**src/rtl/core/tcr_pkg.sv**
```systemverilog
// Shared types, constants and decode functions for the text console renderer.
// No dependencies; every other file of the block imports this package.
package tcr_pkg;

	// Default geometry and sizes handed down from the top level.
	localparam int CELL_W_DEF      = 6;
	localparam int CELL_H_DEF      = 10;
	localparam int STACK_DEPTH_DEF = 8;
	localparam int GLYPH_COUNT_DEF = 96;

	// Stream and configuration port widths.
	localparam int IN_DATA_W  = 24;
	localparam int OUT_DATA_W = 48;
	localparam int CFG_IDX_W  = 3;
	localparam int CFG_DATA_W = 32;

	// Configuration register indexes.
	localparam logic [CFG_IDX_W-1:0] REG_SCREEN_BASE   = 3'd0;
	localparam logic [CFG_IDX_W-1:0] REG_LINE_PITCH    = 3'd1;
	localparam logic [CFG_IDX_W-1:0] REG_MAX_COLUMNS   = 3'd2;
	localparam logic [CFG_IDX_W-1:0] REG_MAX_TEXT_ROWS = 3'd3;
	localparam logic [CFG_IDX_W-1:0] REG_HALF_MASK     = 3'd4;

	// Text byte codes.
	localparam logic [7:0] CODE_FORE_FIRST  = 8'd1;
	localparam logic [7:0] CODE_FORE_LAST   = 8'd8;
	localparam logic [7:0] CODE_HALF_FORE   = 8'd9;
	localparam logic [7:0] CODE_NEWLINE     = 8'd10;
	localparam logic [7:0] CODE_PUSH        = 8'd11;
	localparam logic [7:0] CODE_POP         = 8'd12;
	localparam logic [7:0] CODE_BACK_FIRST  = 8'd17;
	localparam logic [7:0] CODE_BACK_LAST   = 8'd24;
	localparam logic [7:0] CODE_HALF_BACK   = 8'd25;
	localparam logic [7:0] CODE_PRINT_FIRST = 8'd32;
	localparam logic [7:0] CODE_PRINT_LAST  = 8'd127;

	// RGB565 palette.
	localparam logic [15:0] RGB_RED     = 16'b1111100000000000;
	localparam logic [15:0] RGB_GREEN   = 16'b0000011111100000;
	localparam logic [15:0] RGB_BLUE    = 16'b0000000000011111;
	localparam logic [15:0] RGB_YELLOW  = 16'b1111111111100000;
	localparam logic [15:0] RGB_MAGENTA = 16'b1111100000011111;
	localparam logic [15:0] RGB_CYAN    = 16'b0000011111111111;
	localparam logic [15:0] RGB_WHITE   = 16'b1111111111111111;
	localparam logic [15:0] RGB_BLACK   = 16'h0000;
	localparam logic [15:0] FORE_RESET  = 16'hffff;

	// Configuration register file contents.
	typedef struct packed {
		logic [31:0] screen_base;
		logic [15:0] line_pitch;
		logic [9:0]  max_columns;
		logic [9:0]  max_text_rows;
		logic [15:0] half_mask;
	} cfg_t;

	// What a text byte does.
	typedef enum logic [2:0] {
		CK_FORE,
		CK_BACK,
		CK_HALF_FORE,
		CK_HALF_BACK,
		CK_NEWLINE,
		CK_PUSH,
		CK_POP,
		CK_DRAW
	} code_kind_t;

	// Shared arithmetic unit request.
	typedef enum logic {
		OP_MUL,
		OP_ADD
	} arith_op_t;

	typedef struct packed {
		logic        en;
		arith_op_t   op;
		logic [31:0] a;
		logic [31:0] b;
	} arith_req_t;

	// Text byte handed to the colour unit.
	typedef struct packed {
		logic       en;
		logic [7:0] code;
	} colour_cmd_t;

	// Classify a text byte.
	function automatic code_kind_t code_kind(input logic [7:0] ch);
		code_kind_t k;
		case (ch) inside
			[CODE_FORE_FIRST:CODE_FORE_LAST]: k = CK_FORE;
			[CODE_BACK_FIRST:CODE_BACK_LAST]: k = CK_BACK;
			CODE_HALF_FORE:                   k = CK_HALF_FORE;
			CODE_HALF_BACK:                   k = CK_HALF_BACK;
			CODE_NEWLINE:                     k = CK_NEWLINE;
			CODE_PUSH:                        k = CK_PUSH;
			CODE_POP:                         k = CK_POP;
			default:                          k = CK_DRAW;
		endcase
		return k;
	endfunction

	// Palette lookup for the colour setting codes.
	function automatic logic [15:0] colour_of(input logic [2:0] idx);
		logic [15:0] c;
		case (idx)
			3'd0:    c = RGB_RED;
			3'd1:    c = RGB_GREEN;
			3'd2:    c = RGB_BLUE;
			3'd3:    c = RGB_YELLOW;
			3'd4:    c = RGB_MAGENTA;
			3'd5:    c = RGB_CYAN;
			3'd6:    c = RGB_WHITE;
			default: c = RGB_BLACK;
		endcase
		return c;
	endfunction

endpackage

```
**src/rtl/core/tcr_seq.sv**
```systemverilog
// Sequencer of the text console renderer: input beats, cursor, cell walk, output register.
// Depends on tcr_pkg; drives tcr_arith, tcr_glyph_mem and tcr_colour.
module tcr_seq import tcr_pkg::*; #(
	parameter int CELL_W      = CELL_W_DEF,
	parameter int CELL_H      = CELL_H_DEF,
	parameter int GLYPH_COUNT = GLYPH_COUNT_DEF,
	localparam int GROWS      = CELL_H - 1,
	localparam int AW         = $clog2(GLYPH_COUNT * GROWS),
	localparam int GW         = CELL_W - 1
) (
	input  logic                  clk,
	input  logic                  arst_n,
	input  cfg_t                  cfg,
	// Input stream.
	input  logic                  s_tvalid,
	output logic                  s_tready,
	input  logic [IN_DATA_W-1:0]  s_tdata,
	input  logic                  s_tuser,
	// Output stream.
	output logic                  m_tvalid,
	input  logic                  m_tready,
	output logic [OUT_DATA_W-1:0] m_tdata,
	output logic                  m_tlast,
	output logic                  m_tuser,
	// Shared arithmetic unit.
	output arith_req_t            areq,
	input  logic [31:0]           result,
	// Glyph store.
	output logic                  gm_we,
	output logic [AW-1:0]         gm_waddr,
	output logic [GW-1:0]         gm_wdata,
	output logic [AW-1:0]         gm_raddr,
	input  logic [GW-1:0]         gm_rdata,
	// Colour unit.
	output colour_cmd_t           ccmd,
	input  logic [15:0]           fore,
	input  logic [15:0]           back
);

	localparam int PXW = $clog2(CELL_W);
	localparam int RW  = $clog2(CELL_H);

	typedef enum logic [3:0] {
		ST_IDLE,
		ST_GLOAD,
		ST_GWRITE,
		ST_MGLYPH,
		ST_MCOL,
		ST_MROW,
		ST_MPITCH,
		ST_ABASE,
		ST_ACOL,
		ST_PIX,
		ST_SCROLL
	} state_t;

	state_t      state_q;
	logic [9:0]  col_q;
	logic [9:0]  row_q;
	logic [PXW-1:0] px_q;
	logic [RW-1:0]  grow_q;
	logic [7:0]  glyph_q;
	logic [6:0]  gi_q;
	logic [3:0]  gr_q;
	logic [4:0]  gb_q;
	logic [AW-1:0] gbase_q;
	logic [15:0] col_off_q;
	logic [31:0] row_addr_q;
	logic        m_tvalid_q;
	logic        m_kind_q;
	logic        m_last_q;
	logic [31:0] m_addr_q;
	logic [15:0] m_colour_q;

	// Input fields, lowest bits first.
	logic [7:0] in_char;
	logic [6:0] in_gi;
	logic [3:0] in_gr;
	logic [4:0] in_gb;

	logic        accept;
	logic        load_out;
	logic        pix_fire;
	logic [9:0]  cols_eff;
	logic [9:0]  rows_eff;
	logic        row_adv;
	logic [9:0]  col_inc;
	logic        wrap_col;
	logic        px_last;
	logic        row_last;
	logic        cell_end;
	logic        scroll_after;
	logic [GW-1:0]  row_bits;
	logic [PXW-1:0] bit_idx;
	logic        lit;
	logic [RW-1:0]  rd_row;
	logic [7:0]  draw_glyph;
	logic        load_ok;

	assign in_char = s_tdata[7:0];
	assign in_gi   = s_tdata[14:8];
	assign in_gr   = s_tdata[18:15];
	assign in_gb   = s_tdata[23:19];

	// Handshakes and cursor tests.
	always_comb begin
		s_tready = (state_q == ST_IDLE);
		accept   = s_tvalid && s_tready;
		load_out = !m_tvalid_q || m_tready;
		pix_fire = (state_q == ST_PIX) && load_out;

		cols_eff = (cfg.max_columns == '0) ? 10'd1 : cfg.max_columns;
		rows_eff = (cfg.max_text_rows == '0) ? 10'd1 : cfg.max_text_rows;
		row_adv  = ({1'b0, row_q} + 11'd1) < {1'b0, rows_eff};
		col_inc  = col_q + 10'd1;
		wrap_col = col_inc >= cols_eff;

		px_last      = (px_q == PXW'(CELL_W - 1));
		row_last     = (grow_q == RW'(CELL_H - 1));
		cell_end     = px_last && row_last;
		scroll_after = wrap_col && !row_adv;
	end

	// Pixel colour: glyph pixels, then a background column; the last row is background.
	always_comb begin
		row_bits = (grow_q == RW'(GROWS)) ? '0 : gm_rdata;
		bit_idx  = PXW'(CELL_W - 2) - px_q;
		lit      = !px_last && row_bits[bit_idx];
	end

	// Glyph read address: prefetch the next row while the last pixel of a row leaves.
	always_comb begin
		rd_row = grow_q;
		if (pix_fire && px_last && !row_last) begin
			rd_row = grow_q + RW'(1);
		end
		if (rd_row >= RW'(GROWS)) begin
			rd_row = RW'(GROWS - 1);
		end
		gm_raddr = gbase_q + AW'(rd_row);
	end

	// Glyph number for a drawn byte; anything unprintable draws a space.
	always_comb begin
		if (in_char < CODE_PRINT_FIRST || in_char > CODE_PRINT_LAST) begin
			draw_glyph = 8'd0;
		end else begin
			draw_glyph = in_char - CODE_PRINT_FIRST;
		end
		if (int'(draw_glyph) >= GLYPH_COUNT) begin
			draw_glyph = 8'd0;
		end
		load_ok = (int'(in_gi) < GLYPH_COUNT) && (int'(in_gr) < GROWS);
	end

	// Glyph store write.
	always_comb begin
		gm_we    = (state_q == ST_GWRITE);
		gm_waddr = result[AW-1:0] + AW'(gr_q);
		gm_wdata = GW'(gb_q);
	end

	// Text bytes go to the colour unit, which ignores what is not its own.
	always_comb begin
		ccmd.en   = accept && !s_tuser;
		ccmd.code = in_char;
	end

	// Operand selection for the shared unit.
	always_comb begin
		areq.en = 1'b1;
		areq.op = OP_ADD;
		areq.a  = '0;
		areq.b  = '0;
		case (state_q)
			ST_GLOAD: begin
				areq.op = OP_MUL;
				areq.a  = 32'(gi_q);
				areq.b  = 32'(GROWS);
			end
			ST_MGLYPH: begin
				areq.op = OP_MUL;
				areq.a  = 32'(glyph_q);
				areq.b  = 32'(GROWS);
			end
			ST_MCOL: begin
				areq.op = OP_MUL;
				areq.a  = 32'(col_q);
				areq.b  = 32'(2 * CELL_W);
			end
			ST_MROW: begin
				areq.op = OP_MUL;
				areq.a  = 32'(row_q);
				areq.b  = 32'(CELL_H);
			end
			ST_MPITCH: begin
				areq.op = OP_MUL;
				areq.a  = result;
				areq.b  = 32'(cfg.line_pitch);
			end
			ST_ABASE: begin
				areq.a = result;
				areq.b = cfg.screen_base;
			end
			ST_ACOL: begin
				areq.a = result;
				areq.b = 32'(col_off_q);
			end
			ST_PIX: begin
				// Step along the row, or from the row start down one scan line.
				areq.en = load_out;
				areq.a  = px_last ? row_addr_q : result;
				areq.b  = px_last ? 32'(cfg.line_pitch) : 32'd2;
			end
			default: areq.en = 1'b0;
		endcase
	end

	// Sequencer, cursor and output register.
	always_ff @(posedge clk or negedge arst_n) begin
		if (!arst_n) begin
			state_q    <= ST_IDLE;
			col_q      <= '0;
			row_q      <= '0;
			px_q       <= '0;
			grow_q     <= '0;
			glyph_q    <= '0;
			gi_q       <= '0;
			gr_q       <= '0;
			gb_q       <= '0;
			gbase_q    <= '0;
			col_off_q  <= '0;
			row_addr_q <= '0;
			m_tvalid_q <= 1'b0;
			m_kind_q   <= 1'b0;
			m_last_q   <= 1'b0;
			m_addr_q   <= '0;
			m_colour_q <= '0;
		end else begin
			if (m_tvalid_q && m_tready) begin
				m_tvalid_q <= 1'b0;
			end
			case (state_q)
				ST_IDLE: begin
					if (accept) begin
						if (s_tuser) begin
							gi_q <= in_gi;
							gr_q <= in_gr;
							gb_q <= in_gb;
							if (load_ok) begin
								state_q <= ST_GLOAD;
							end
						end else begin
							case (code_kind(in_char))
								CK_NEWLINE: begin
									col_q <= '0;
									if (row_adv) begin
										row_q <= row_q + 10'd1;
									end else begin
										state_q <= ST_SCROLL;
									end
								end
								CK_DRAW: begin
									glyph_q <= draw_glyph;
									px_q    <= '0;
									grow_q  <= '0;
									state_q <= ST_MGLYPH;
								end
								default: ;
							endcase
						end
					end
				end
				ST_GLOAD:  state_q <= ST_GWRITE;
				ST_GWRITE: state_q <= ST_IDLE;
				ST_MGLYPH: state_q <= ST_MCOL;
				ST_MCOL: begin
					gbase_q <= result[AW-1:0];
					state_q <= ST_MROW;
				end
				ST_MROW: begin
					col_off_q <= result[15:0];
					state_q   <= ST_MPITCH;
				end
				ST_MPITCH: state_q <= ST_ABASE;
				ST_ABASE:  state_q <= ST_ACOL;
				ST_ACOL:   state_q <= ST_PIX;
				ST_PIX: begin
					if (load_out) begin
						m_tvalid_q <= 1'b1;
						m_kind_q   <= 1'b0;
						m_addr_q   <= result;
						m_colour_q <= lit ? fore : back;
						m_last_q   <= cell_end && !scroll_after;
						if (px_q == '0) begin
							row_addr_q <= result;
						end
						if (px_last) begin
							px_q   <= '0;
							grow_q <= row_last ? '0 : grow_q + RW'(1);
						end else begin
							px_q <= px_q + PXW'(1);
						end
						// Advance the cursor once the cell is out.
						if (cell_end) begin
							state_q <= ST_IDLE;
							if (wrap_col) begin
								col_q <= '0;
								if (row_adv) begin
									row_q <= row_q + 10'd1;
								end else begin
									state_q <= ST_SCROLL;
								end
							end else begin
								col_q <= col_inc;
							end
						end
					end
				end
				ST_SCROLL: begin
					if (load_out) begin
						m_tvalid_q <= 1'b1;
						m_kind_q   <= 1'b1;
						m_addr_q   <= cfg.screen_base;
						m_colour_q <= '0;
						m_last_q   <= 1'b1;
						state_q    <= ST_IDLE;
					end
				end
				default: state_q <= ST_IDLE;
			endcase
		end
	end

	assign m_tvalid = m_tvalid_q;
	assign m_tdata  = {m_colour_q, m_addr_q};
	assign m_tlast  = m_last_q;
	assign m_tuser  = m_kind_q;

endmodule

```
**config.mk**
```make
export PLATFORM = sky130hd
export DESIGN_NAME = tcr_seq
export DESIGN_NICKNAME = d
export VERILOG_FILES = /design/src/rtl/core/tcr_pkg.sv /design/src/rtl/core/tcr_seq.sv
export SDC_FILE = /design/constraint.sdc
export NUM_CORES = 1
export LEC_CHECK = 0
export BUFFER_PORTS_ARGS = -buffer_cell sky130_fd_sc_hd__buf_4
export CORE_UTILIZATION = 40
export DETAILED_ROUTE_END_ITERATION = 16
export GPL_ROUTABILITY_DRIVEN = 0
export PLACE_DENSITY = 0.69
export SLEW_MARGIN = 10
export SYNTH_ARGS = -nofsm -noshare
export SYNTH_HDL_FRONTEND = slang
export SYNTH_SLANG_ARGS = --single-unit
```
**constraint.sdc**
```tcl
create_clock -name clk -period 3.7 [get_ports clk]
set_input_delay 0.74 -clock clk [delete_from_list [all_inputs] [get_ports clk]]
set_output_delay 0.74 -clock clk [all_outputs]
set_load 0.02 [all_outputs]
```
### After elaboration in Yosys (flattened, before gate mapping)

Cells that the tools add are included.

* input port bits: 182
* word-level logic and storage cells: 188
* output and inout port bits: 153
* register bits after elaboration: 164

* magnitude comparators: 13
* reduce and logical (&&, ||, !) cells: 39
* bitwise operators: 1
* eq/ne operators: 31
* add/sub/neg operators: 9
* multiplexer cells: 78

Operator list (number)
* one-hot mux 64 bit (8 select lines): 1
* 2-to-1 mux 10 bit: 15
* 2-to-1 mux 32 bit: 3
* 2-to-1 mux 4 bit: 17
* 2-to-1 mux 16 bit: 4
* one-hot mux 32 bit (2 select lines): 1
* one-hot mux 10 bit (2 select lines): 2
* one-hot mux 4 bit (10 select lines): 1
* 2-to-1 mux 3 bit: 12
* equality test 8 x 4 -> 1 bit (second input constant): 4
* one-hot mux 16 bit (2 select lines): 1
* adder 10 x 1 -> 10 bit (second input constant): 2
* adder 10 x 4 -> 10 bit: 2
* zero test 10 bit: 2
* equality test 4 x 3 -> 1 bit (second input constant): 4
* equality test 4 bit (second input constant): 4
* 2-to-1 mux 8 bit: 2
* one-hot mux 4 bit (2 select lines): 2
* AND reduction 7 bit: 2
* logical AND 1 bit: 13
* inequality test 2 bit (second input constant): 6
* AND reduction 6 bit: 2
* adder 10 x 1 -> 11 bit (second input constant): 1
* less-than comparator 11 x 10 -> 1 bit: 1
* other kinds (42): 67

### Logic depth before layout (Yosys ltp)

Gate-level depths: netlist of run 1.

* depth in word-level cells: 16
* depth in mapped cells: 15
* mapped depth without buffers: 15

### Worst setup path after synthesis of run 1

Ideal clock, no wire load.

* kind: reg2out
* from: register state_q[2]
* to: output gm_raddr[7]
* slack: -122 ps
* required time: 2960 ps
* arrival time: 3082 ps
* buffers on the path: 1
* stages on the path, launching flop included: 15
* cell sequence: dfrtp_1 -> buf_2 -> nand4bb_1 -> nor2_1 -> nand3_1 -> o21ai_0 -> a21oi_1 -> o21ai_1 -> ha_1 -> a21o_1 -> a21oi_1 -> nor2b_1 -> o21ai_0 -> nor2_1 -> xor2_1

* word-level cells in the longest chain between the ends: 8

RTL lines
* start: declaration: RTL line tcr_seq.sv:57 `state_t state_q;`
* start signal: assignment: RTL line tcr_seq.sv:222 `state_q <= ST_IDLE;`
* start signal: assignment: RTL line tcr_seq.sv:251 `state_q <= ST_GLOAD;`
* start signal: assignment: RTL line tcr_seq.sv:260 `state_q <= ST_SCROLL;`
* equality test 4 bit *: RTL line tcr_seq.sv:110 `pix_fire = (state_q == ST_PIX) && load_out;`
* logical AND 1 bit *: RTL line tcr_seq.sv:110
* logical AND 1 bit * (2 in a row): RTL line tcr_seq.sv:134 `if (pix_fire && px_last && !row_last) begin`
* 2-to-1 mux 4 bit *: RTL line tcr_seq.sv:134
* >= comparator 4 bit: RTL line tcr_seq.sv:137 `if (rd_row >= RW'(GROWS)) begin`
* 2-to-1 mux 4 bit *: RTL line tcr_seq.sv:137
* adder 10 x 4 -> 10 bit *: RTL line tcr_seq.sv:140 `gm_raddr = gbase_q + AW'(rd_row);`
* end: declaration: RTL line tcr_seq.sv:32 `output logic [AW-1:0] gm_raddr,`

Every way passes the cells marked *; elsewhere a longest branch is shown, timed or not.

### Final worst setup path of run 1

* from: register state_q[2]
* to: output gm_raddr[8]

The elaborated chain is that of the path after synthesis.

==> metrics, run 1 <==
Slew Limit Fails 0; total clock buffers created by CTS 17; largest net degree at the start of global routing 82; clock sinks 164; Top Ports about 340; Mapped Cells approximately 960; Buf+Inv Stages, Crit Path 2; clock insertion delay at the later pin of the skew report around 0.43 ns; Final min period roughly 4 ns; RSZ-0062 raised after global routing true; XOR/XNOR Fraction of Synth Area 0.0402; largest family of logic cells by synthesized area compound AO/OA/AOI/OAI gates; Worst setup EP type primary output; peak supply drop 0.276 mV; dpl hpwl approximately 24000 um; Routed Antenna Nets 0; violated checks setup timing; global routing's busiest layer met2; ranking of synthesized cells by area dfrtp_1 43%, mux2_2 8.5%, ha_1 4.7%; vias in the first global route ~8.2k; Synth Area in Compound Gates 0.160; Power Density ~650 mW/mm^2; die area 0.0246 sq mm; per-instance average area after synthesis ~10 sq um; post-synth top area cell dfrtp_1; first-pass GRT wire length approximately 47000 um; initial antenna violation count 0; Setup WS post-layout -0.237 ns; DP Worst Slack -0.0175 ns; HP Class input pin to asynchronous set/reset pin; Slowest cell on crit path dfrtp_1; Crit path required time a little under 3 ns; final period utilization 1.06; Crit path arrival time roughly 3.2 ns; initial cell density of the core 0.408; # placed instances approximately 1.6k; Netlist cell types 67; Design Power about 8.7 mW; crit start category register; met1 usage 0.318; Hold Slack about 0.27 ns; critical path type register to primary output; met3 usage 0.0504; ANT cells 0; EDFF count, synth 0; TritonCTS clock tree yes; Seq. cell area 0.00411 sq mm; fraction of the yosys area taken by sequential cells 0.428; cell family with most CP delay simple AND/OR/NAND/NOR gates; post-synthesis cell area roughly 0.0096 sq mm; Synth Area in Adders 0.0512; Async SR Flop Fraction 1.00; Setup-failing EPs final 7; H-Tree Depth 4; Vias 8609; CP peak stage delay roughly 0.4 ns; Synth Register Bits about 160; row cnt 56; GRT Resource Usage Total 0.254; # nets final roughly 1.5k; Tightest Pin Transition approximately 1.1 ns; WL/cell around 19 um; Multi-input gate area a little over 0.005 sq mm; Iter 0 DRT Violations slightly below 600; Peak Freq around 0.25 GHz; simple-gate share of the synthesized area 0.139; met2 Use GR 0.432; Via density approximately 5.3; worst-path maximum fanout 3; DRT Pass-1 Iters 8; leakage around 6.6 nW; Root Driver clkbuf_16; residual DRC count 0; layout cells sized above 1 0.407; Fill cells 2078; die height around 160 um; Clk pin slew, worst setup/hold paths about 0.07 ns; final std cells w/o fill between 1.5k and 2k; IO Port Bufs approximately 320; global route total overflow 0; Synth Flop Type dfrtp_1; max_cap viols 0; final wirelength 31200 um; design area 0.0133 sq mm; clk buf depth 2; clock skew ~0.014 ns; Fin. Hold Viols 0; Core Area 0.0235 sq mm; Synth top area share 0.428; Slew HR 0.283; placed inst area between 0.01 and 0.015 sq mm; YS warnings 0; post-synthesis mux area share 0.131; Layout area overhead 38.4%; Mapped Nets ~1.2k; Cell Chain, Critical Path and4bb_2 -> nand3_4 -> nor3_4 -> xnor2_1 -> nor2_1 -> ha_2 -> inv_2 -> fa_2 -> nor2b_1 -> o21ai_1 -> nand2b_1 -> nand3_2 -> xnor2_2 -> buf_4; status complete, but fails checks; die width ~160 um
==> cell usage after synthesis (9+ instances only) <==
library cell  count
nor2_1           28
buf_4             9
nand2_1         115
inv_1            50
mux2i_1          41
o21ai_0          80
xor2_1           21
dfrtp_1         164
a21oi_1          20
a22o_1           31
mux2_2           72
nand3_1          29
and2_1           18
a222oi_1         15
ha_1             36
nor3_1           10
a22oi_1          23
nand2b_1         10
a221o_1          10
clkbuf_1         43
buf_2            10
xnor2_1          23
==> placed cells by master (no fill, tap or decap), types with 19 or more instances in the layout <==
| cell | count |
|---|---|
| inv_1 | 47 |
| buf_4 | 363 |
| nand3_1 | 25 |
| a21oi_1 | 19 |
| dfrtp_1 | 162 |
| a22o_1 | 31 |
| mux2i_1 | 41 |
| nor2_1 | 21 |
| o21ai_0 | 77 |
| nand2_1 | 113 |
| a22oi_1 | 23 |
| xnor2_1 | 22 |
| ha_1 | 33 |
| xor2_1 | 19 |
| mux2_2 | 72 |
==> what timing repair did <==
action	CTS	global route
hold buffers	0	0
pin swaps	11	7
resized for setup	20	12
cloned	0	0
setup endpoints to repair	8	37
buffers inserted	11	1
==> flip-flops by register name (all words and copies together), names as in the netlist, 8 cells and up <==
register / flops
m_addr_q: 32
row_addr_q: 32
col_off_q: 16
m_colour_q: 16
col_q: 10
gbase_q: 10
row_q: 10
glyph_q: 8
==> final timing paths <==
path / startpoint / endpoint / slack, ns / cells after the start
worst max-delay path: state_q[2] / gm_raddr[8] / -0.24 / 14
worst min-delay path: arst_n / m_addr_q[16] / 0.27 / 1
worst max register to register: row_q[0] / m_tlast / 0.35 / 12
worst min register to register: m_addr_q[0] / m_addr_q[0] / 0.48 / 2
max in group asynchronous: arst_n / col_q[5] / 2.54 / 2
min in group clk: m_addr_q[0] / m_addr_q[0] / 0.48 / 2
==> per-stage QoR <==
stage          TNS [ns]   util
2_1_floorplan         0      -
3_3_place_gp          0  0.530
3_5_place_dp    -0.0179  0.530
4_1_cts           -1.10  0.562
5_1_grt           -2.51  0.565
6_report          -1.10  0.565
==> report_power, final <==
group          internal, mW  switching [mW]  leakage (nW)
combinational          1.77            2.17          4.11
sequential             2.42           0.416          2.14
clock                  1.08           0.796         0.301
==> cell families after synthesis <==
family / after synthesis
muxes: 115
xor gates and xnor gates: 44
AOI/OAI and AO/OA: 220
buffers and inverters: 114
adders and majority gates: 38
DFF: 164
and+or+nand+nor: 263
==> per-layer routing <==
| metal | vias up | wire length [um] | share of wire |
|---|---|---|---|
| li1 | 4077 | - | - |
| met1 | 4176 | 12700 | 0.41 |
| met2 | 312 | 15600 | 0.50 |
| met3 | 44 | 2050 | 0.066 |
| met4 | 0 | 790 | 0.025 |
| met5 | - | 0 | 0 |
==> area by class of cell <==
class / count / share of cell area
Clock inverter: 14 / 0.0146
Tap cell: 319 / 0.0301
Clock buffer: 17 / 0.0321
Multi-Input combinational cell: 680 / 0.389
Sequential cell: 164 / 0.310
Inverter: 50 / 0.0142
Timing Repair Buffer: 367 / 0.210
Power figures use the tool's default switching activity.
==> run 2, diff against run 1 <==
CELL_PAD_IN_SITES_DETAIL_PLACEMENT = 0   (was default)
CELL_PAD_IN_SITES_GLOBAL_PLACEMENT = 2   (was default)
CORE_UTILIZATION = 27   (was 40)
PLACE_DENSITY = 0.76   (was 0.69)
==> run 2 against run 1 <==
  * The flow still finishes with violations (setup timing)
  * Clock skew is 0.0025 ns lower
  * Sequential power hardly changed
  * Sequential share of layout area down 0.46 points
  * Utilization shrank 18 points
  * Combinational power is 2% higher
  * Hold slack worse by 0.062 ns
  * Die area up 47%
  * Power increased by 0.16%
  * Critical path type unchanged
==> metrics, run 2 (synthesized netlist as in run 1, its figures left out) <==
residual DRC count 0 (unchanged); WL/cell 20.0 um (+3.1%); initial antenna violation count 2 (+2); clock insertion delay at the later pin of the skew report 0.44 ns (about the same); Vias 8613 (+0.046%); status complete, but fails checks; peak supply drop 0.327 mV (+18%); Slew Limit Fails 0 (unchanged); Fin. Hold Viols 0 (unchanged); Top Ports 335 (unchanged); most frequent cells in the layout 371 x buf_4, 163 x dfrtp_1, 113 x nand2_1, 77 x o21ai_0, 72 x mux2_2; Hold Slack 0.206 ns (-0.0619 ns); sw power 3.49 mW (+3.4%); total clock buffers created by CTS 17 (unchanged); IO Port Bufs 318 (unchanged); crit start category register; hold buffers post-CTS 0 (unchanged); top flop regs m_addr_q: 32 flops, row_addr_q: 32 flops; Root Driver clkbuf_16; Via density 4.90 (-8.3%); clock skew 0.0113 ns (-0.00253 ns); die width 190 um (+21%); Routed Antenna Nets 0 (unchanged); row cnt 68 (+21%); leakage 6.60 nW (+0.66%); RSZ-0062 raised after global routing true; Clk pwr share 0.212 (-0.005); Crit path required time 2.96 ns (about the same); initial cell density of the core 0.276 (-0.132); clock sinks 164 (unchanged); first-pass GRT wire length 52000 um (+11%); global route total overflow 0 (unchanged); GRT Resource Usage Total 0.192 (-0.0614); violated checks setup timing; Power Density 645 mW/mm^2 (-1.3%); Core Area 0.0347 sq mm (+48%); Worst setup EP type primary output; Finished Core Util 0.388 (-0.177); DRT Pass-1 Iters 5 (-3); placed inst area 0.0127 sq mm (+2.1%); TritonCTS clock tree yes; largest net degree at the start of global routing 77 (-6.1%); clk buf depth 2 (unchanged); die area 0.0362 sq mm (+47%); dpl hpwl 27100 um (+14%); H-Tree Depth 4 (unchanged); Clk pin slew, worst setup/hold paths 0.07 ns (about the same); critical path type register to primary output; Setup WS post-layout -0.227 ns (+0.00954 ns); HP Class input pin to asynchronous set/reset pin; most common cell after layout, fill and taps aside buf_4; vias in the first global route 8630 (+5.5%); Int Power 5.18 mW (-1.9%); Setup-failing EPs final 7 (unchanged); Tightest Pin Transition 0.745 ns (-0.329 ns); Layout area overhead 40.4%; max_cap viols 0 (unchanged); Final min period 3.93 ns (-0.00955 ns); final wirelength 35100 um (+13%); # nets final 1509 (+0.60%); Seq pwr share 0.327 (about the same); die height 190 um (+21%); Iter 0 DRT Violations 459 (-23%); Peak Freq 0.255 GHz (+0.24%); worst-path maximum fanout 3 (unchanged); Slew HR 0.501 (+0.218); layout cells sized above 1 0.407 (about the same); design area 0.0135 sq mm (+1.5%); final period utilization 1.06 (-0.00258); sw frac 0.403 (+0.0126); combinational share of power 0.462 (+0.007); Crit path arrival time 3.19 ns (about the same); Design Power 8.67 mW (+0.16%)
run 2: changes by cell type in the layout (fill, tap and decap cells not counted), sizes merged:
cell,before,now
clkinvlp,1,0
diode,0,1
clkinv,4,6
bufinv,3,1
inv,56,58
buf,367,376
run 2: repair_timing:
item	CTS	global route
pin swaps	10	10
buffers inserted	5	4
endpoints found under the setup margin	30	14
resized for setup	18	10
run 2: final timing paths:
| path | startpoint | to | slack (ns) | cells after the start |
|---|---|---|---|---|
| worst max-delay path | state_q[1] | gm_raddr[8] | -0.23 | 14 |
| worst min-delay path | arst_n | m_addr_q[13] | 0.21 | 1 |
| worst max register to register | col_q[1] | m_tlast | 0.38 | 11 |
| worst min register to register | m_addr_q[8] | m_addr_q[8] | 0.48 | 2 |
| max in group asynchronous | arst_n | col_q[3] | 2.71 | 2 |
| min in group clk | m_addr_q[8] | m_addr_q[8] | 0.48 | 2 |
run 2: power by group through the flow:
| stage | combinational [mW] | sequential, mW | clock (mW) |
|---|---|---|---|
| floorplan | 2.01 | 3.03 | 0 |
| global placement | 3.98 | 2.84 | 0 |
| detailed placement | 4.00 | 2.87 | 0 |
| CTS | 4.03 | 2.83 | 1.89 |
| global route | 4.35 | 2.92 | 1.95 |
| finish | 4.00 | 2.83 | 1.83 |
run 2: through the flow:
step | setup TNS (ns) | setup slack, ns | cells
after floorplan | 0 | 0.0162 | 958
after global placement | 0 | 0.00166 | 1716
after detailed placement | 0 | 0.0138 | 1716
after CTS | -1.06 | -0.220 | 1753
after global routing | -2.29 | -0.418 | 1758
final | -0.975 | -0.227 | 1758
run 2: final cells by class:
type | count | area, sq um
Antenna cell | 1 | 2.50
Clock buffer | 17 | 425
Clock inverter | 15 | 168
Fill cell | 3571 | 21300
Inverter | 50 | 188
Multi-Input combinational cell | 680 | 5130
Sequential cell | 164 | 4110
Tap cell | 455 | 569
Timing Repair Buffer | 376 | 2860
run 2: per-layer routing:
metal | vias to the layer above | GRT usage | share of wire
met4 | 2 | 0.0471 | 0.011
met1 | 4202 | 0.237 | 0.43
met2 | 274 | 0.334 | 0.50
met3 | 21 | 0.0486 | 0.066
li1 | 4114 | - | -
met5 | - | 0 | 0.00037
run 2: worst max-delay path, stage by stage, from the launching register on:
cell and delay (ns):
dfrtp_2 0.42, and4bb_2 0.34, nand3_4 0.09, nor3_4 0.26, xnor2_1 0.09, nor2_1 0.11, ha_2 0.20, inv_2 0.04
fa_2 0.34, nor2b_1 0.13, o21ai_1 0.07, nand2b_1 0.19, nand3_2 0.13, xnor2_2 0.18, buf_4 0.16
==> run 3, diff against run 2 <==
GPL_TIMING_DRIVEN = 0   (was default)
==> run 3 against run 2 <==
  * The run still ends with setup timing left
  * Via count grew 1.2%
  * Sequential cell count is the same
  * Count of clock-buffer cells in the layout grew 2
  * Cell count grew 1.3%
  * Die area is the same
  * Non-clock buffer count grew 24
  * Combinational power grew 1%
  * Final area grew 1.2%
  * Critical path depth grew 2
  * Critical path type unchanged
  * Largest power group unchanged
==> metrics, run 3 (synthesized netlist as in run 1, its figures left out) <==
Multi-input gate area 0.00523 sq mm (+1.9%); final wirelength 37200 um (+5.8%); Design Power 8.87 mW (+2.3%); total clock buffers created by CTS 17 (unchanged); max_cap viols 0 (unchanged); die width 190 um (unchanged); crit start category register; vias in the first global route 8693 (+0.73%); Slew Limit Fails 0 (unchanged); peak supply drop 0.405 mV (+24%); Routed Antenna Nets 0 (unchanged); HP Class input pin to asynchronous set/reset pin; Finished Core Util 0.392 (+0.00469); leakage 6.63 nW (+0.46%); Hold Slack 0.188 ns (-0.0181 ns); Root Driver clkbuf_16; global route total overflow 0 (unchanged); TritonCTS clock tree yes; top flop regs m_addr_q: 32 flops, row_addr_q: 32 flops; clock insertion delay at the later pin of the skew report 0.44 ns (about the same); largest net degree at the start of global routing 61 (-21%); GRT Resource Usage Total 0.204 (+0.0112); clock skew 0.00926 ns (-0.00199 ns); Setup WS post-layout -0.203 ns (+0.0240 ns); Setup-failing EPs final 8 (+1); Top Ports 335 (unchanged); Seq. cell area 0.00411 sq mm (about the same); final period utilization 1.05 (-0.00649); status complete, but fails checks; IO Port Bufs 314 (-1.3%); Crit path required time 2.96 ns (about the same); violated checks setup timing; Final min period 3.90 ns (-0.0240 ns); sw frac 0.397 (-0.00617); Clk pwr share 0.220 (+0.008); Final TNS setup -1.15 ns (-0.173 ns); Core Area 0.0347 sq mm (unchanged); Layout area overhead 42.1%; sw power 3.52 mW (+0.71%); Fin. Hold Viols 0 (unchanged); H-Tree Depth 4 (unchanged); Vias 8715 (+1.2%); Worst setup EP type primary output; worst-path maximum fanout 6 (+3); first-pass GRT wire length 54300 um (+4.4%); DRT Pass-1 Iters 5 (unchanged); ANT cells 0 (-1); critical path type register to primary output; clock sinks 164 (unchanged); Tightest Pin Transition 0.860 ns (+0.116 ns); initial cell density of the core 0.276 (unchanged); combinational share of power 0.457 (-0.005); Via density 4.90 (about the same); final std cells w/o fill 1780 (+1.3%); Power Density 651 mW/mm^2 (+1.1%); most frequent cells in the layout 343 x buf_4, 160 x dfrtp_1, 113 x nand2_1, 76 x o21ai_0, 72 x mux2_2; die height 190 um (unchanged); Int Power 5.35 mW (+3.3%); dpl hpwl 29100 um (+7.4%); clk buf depth 2 (unchanged); Crit path arrival time 3.16 ns (-0.03 ns); die area 0.0362 sq mm (unchanged); layout cells sized above 1 0.402 (-0.00556); hold buffers post-CTS 0 (unchanged); residual DRC count 0 (unchanged); Fill cells 3550 (-0.59%); # nets final 1533 (+1.6%); initial antenna violation count 1 (-1); RSZ-0062 raised after global routing true; Peak Freq 0.256 GHz (+0.61%); Iter 0 DRT Violations 516 (+12%); WL/cell 20.9 um (+4.5%); Seq pwr share 0.322 (-0.005); most common cell after layout, fill and taps aside buf_4; row cnt 68 (unchanged); Clk pin slew, worst setup/hold paths 0.07 ns (about the same); Slew HR 0.424 (-0.0765); # placed instances 1729 (+0.76%)
==> run 3: final cells by class <==
cell class / instances / share of cell area
Clock buffer: 19 / 0.0325
Buffer: 60 / 0.0207
Timing Repair Buffer: 340 / 0.192
Inverter: 50 / 0.0138
Sequential cell: 164 / 0.302
Multi-Input combinational cell: 680 / 0.384
Tap cell: 455 / 0.0418
Clock inverter: 12 / 0.0131
==> run 3: power by group through the flow <==
stage	Sequential (mW)	Clock (mW)	Combinational [mW]
after floorplan	3.03	0	2.01
after global placement	2.85	0	3.92
after detailed placement	2.88	0	3.96
after CTS	2.84	2.00	4.07
after global routing	2.94	2.07	4.37
final	2.86	1.95	4.05
==> run 3: per-layer routing <==
layer	global-route usage	up-vias	routed length [um]
met3	0.0436	33	2190
met5	0	-	0
met2	0.350	263	18200
met1	0.255	4271	16200
met4	0.0569	0	581
li1	-	4148	-
==> run 3: worst max-delay path, cell delays in order, from the launching register on <==
cell and delay [ns]:
dfrtp_2 0.44, buf_4 0.14, nand4bb_4 0.26, nor2_4 0.15, nand3_4 0.12, o21ai_1 0.16, a21oi_1 0.10, o21ai_2 0.14
ha_1 0.24, a21o_1 0.16, a21oi_2 0.15, nor2b_1 0.07, o21ai_2 0.12, buf_6 0.15, nor2_4 0.05, xor2_2 0.14
buf_6 0.13
==> run 3: stage by stage <==
step	area [sq um]	setup slack, ns
3_5_place_dp	12600	-1.10
6_report	13600	-0.203
4_1_cts	13500	-0.463
3_3_place_gp	12500	-1.13
5_1_grt	13600	-0.371
2_1_floorplan	9600	0.0162
==> run 3: final timing paths <==
path,depth (start not counted),slack [ns],from,end
min reg2reg,2,0.48,m_addr_q[20],m_addr_q[20]
max in group asynchronous,3,2.52,arst_n,row_q[5]
max,16,-0.20,state_q[1],gm_raddr[9]
min,1,0.19,arst_n,m_addr_q[13]
min in group clk,2,0.48,m_addr_q[20],m_addr_q[20]
max reg2reg,12,0.23,col_q[0],row_q[2]
==> run 3: timing repair <==
| item | 4_1_cts | 5_1_grt |
|---|---|---|
| setup buffers | 16 | 8 |
| pin swaps | 14 | 18 |
| gates resized for setup | 41 | 33 |
| setup endpoints to repair | 55 | 69 |
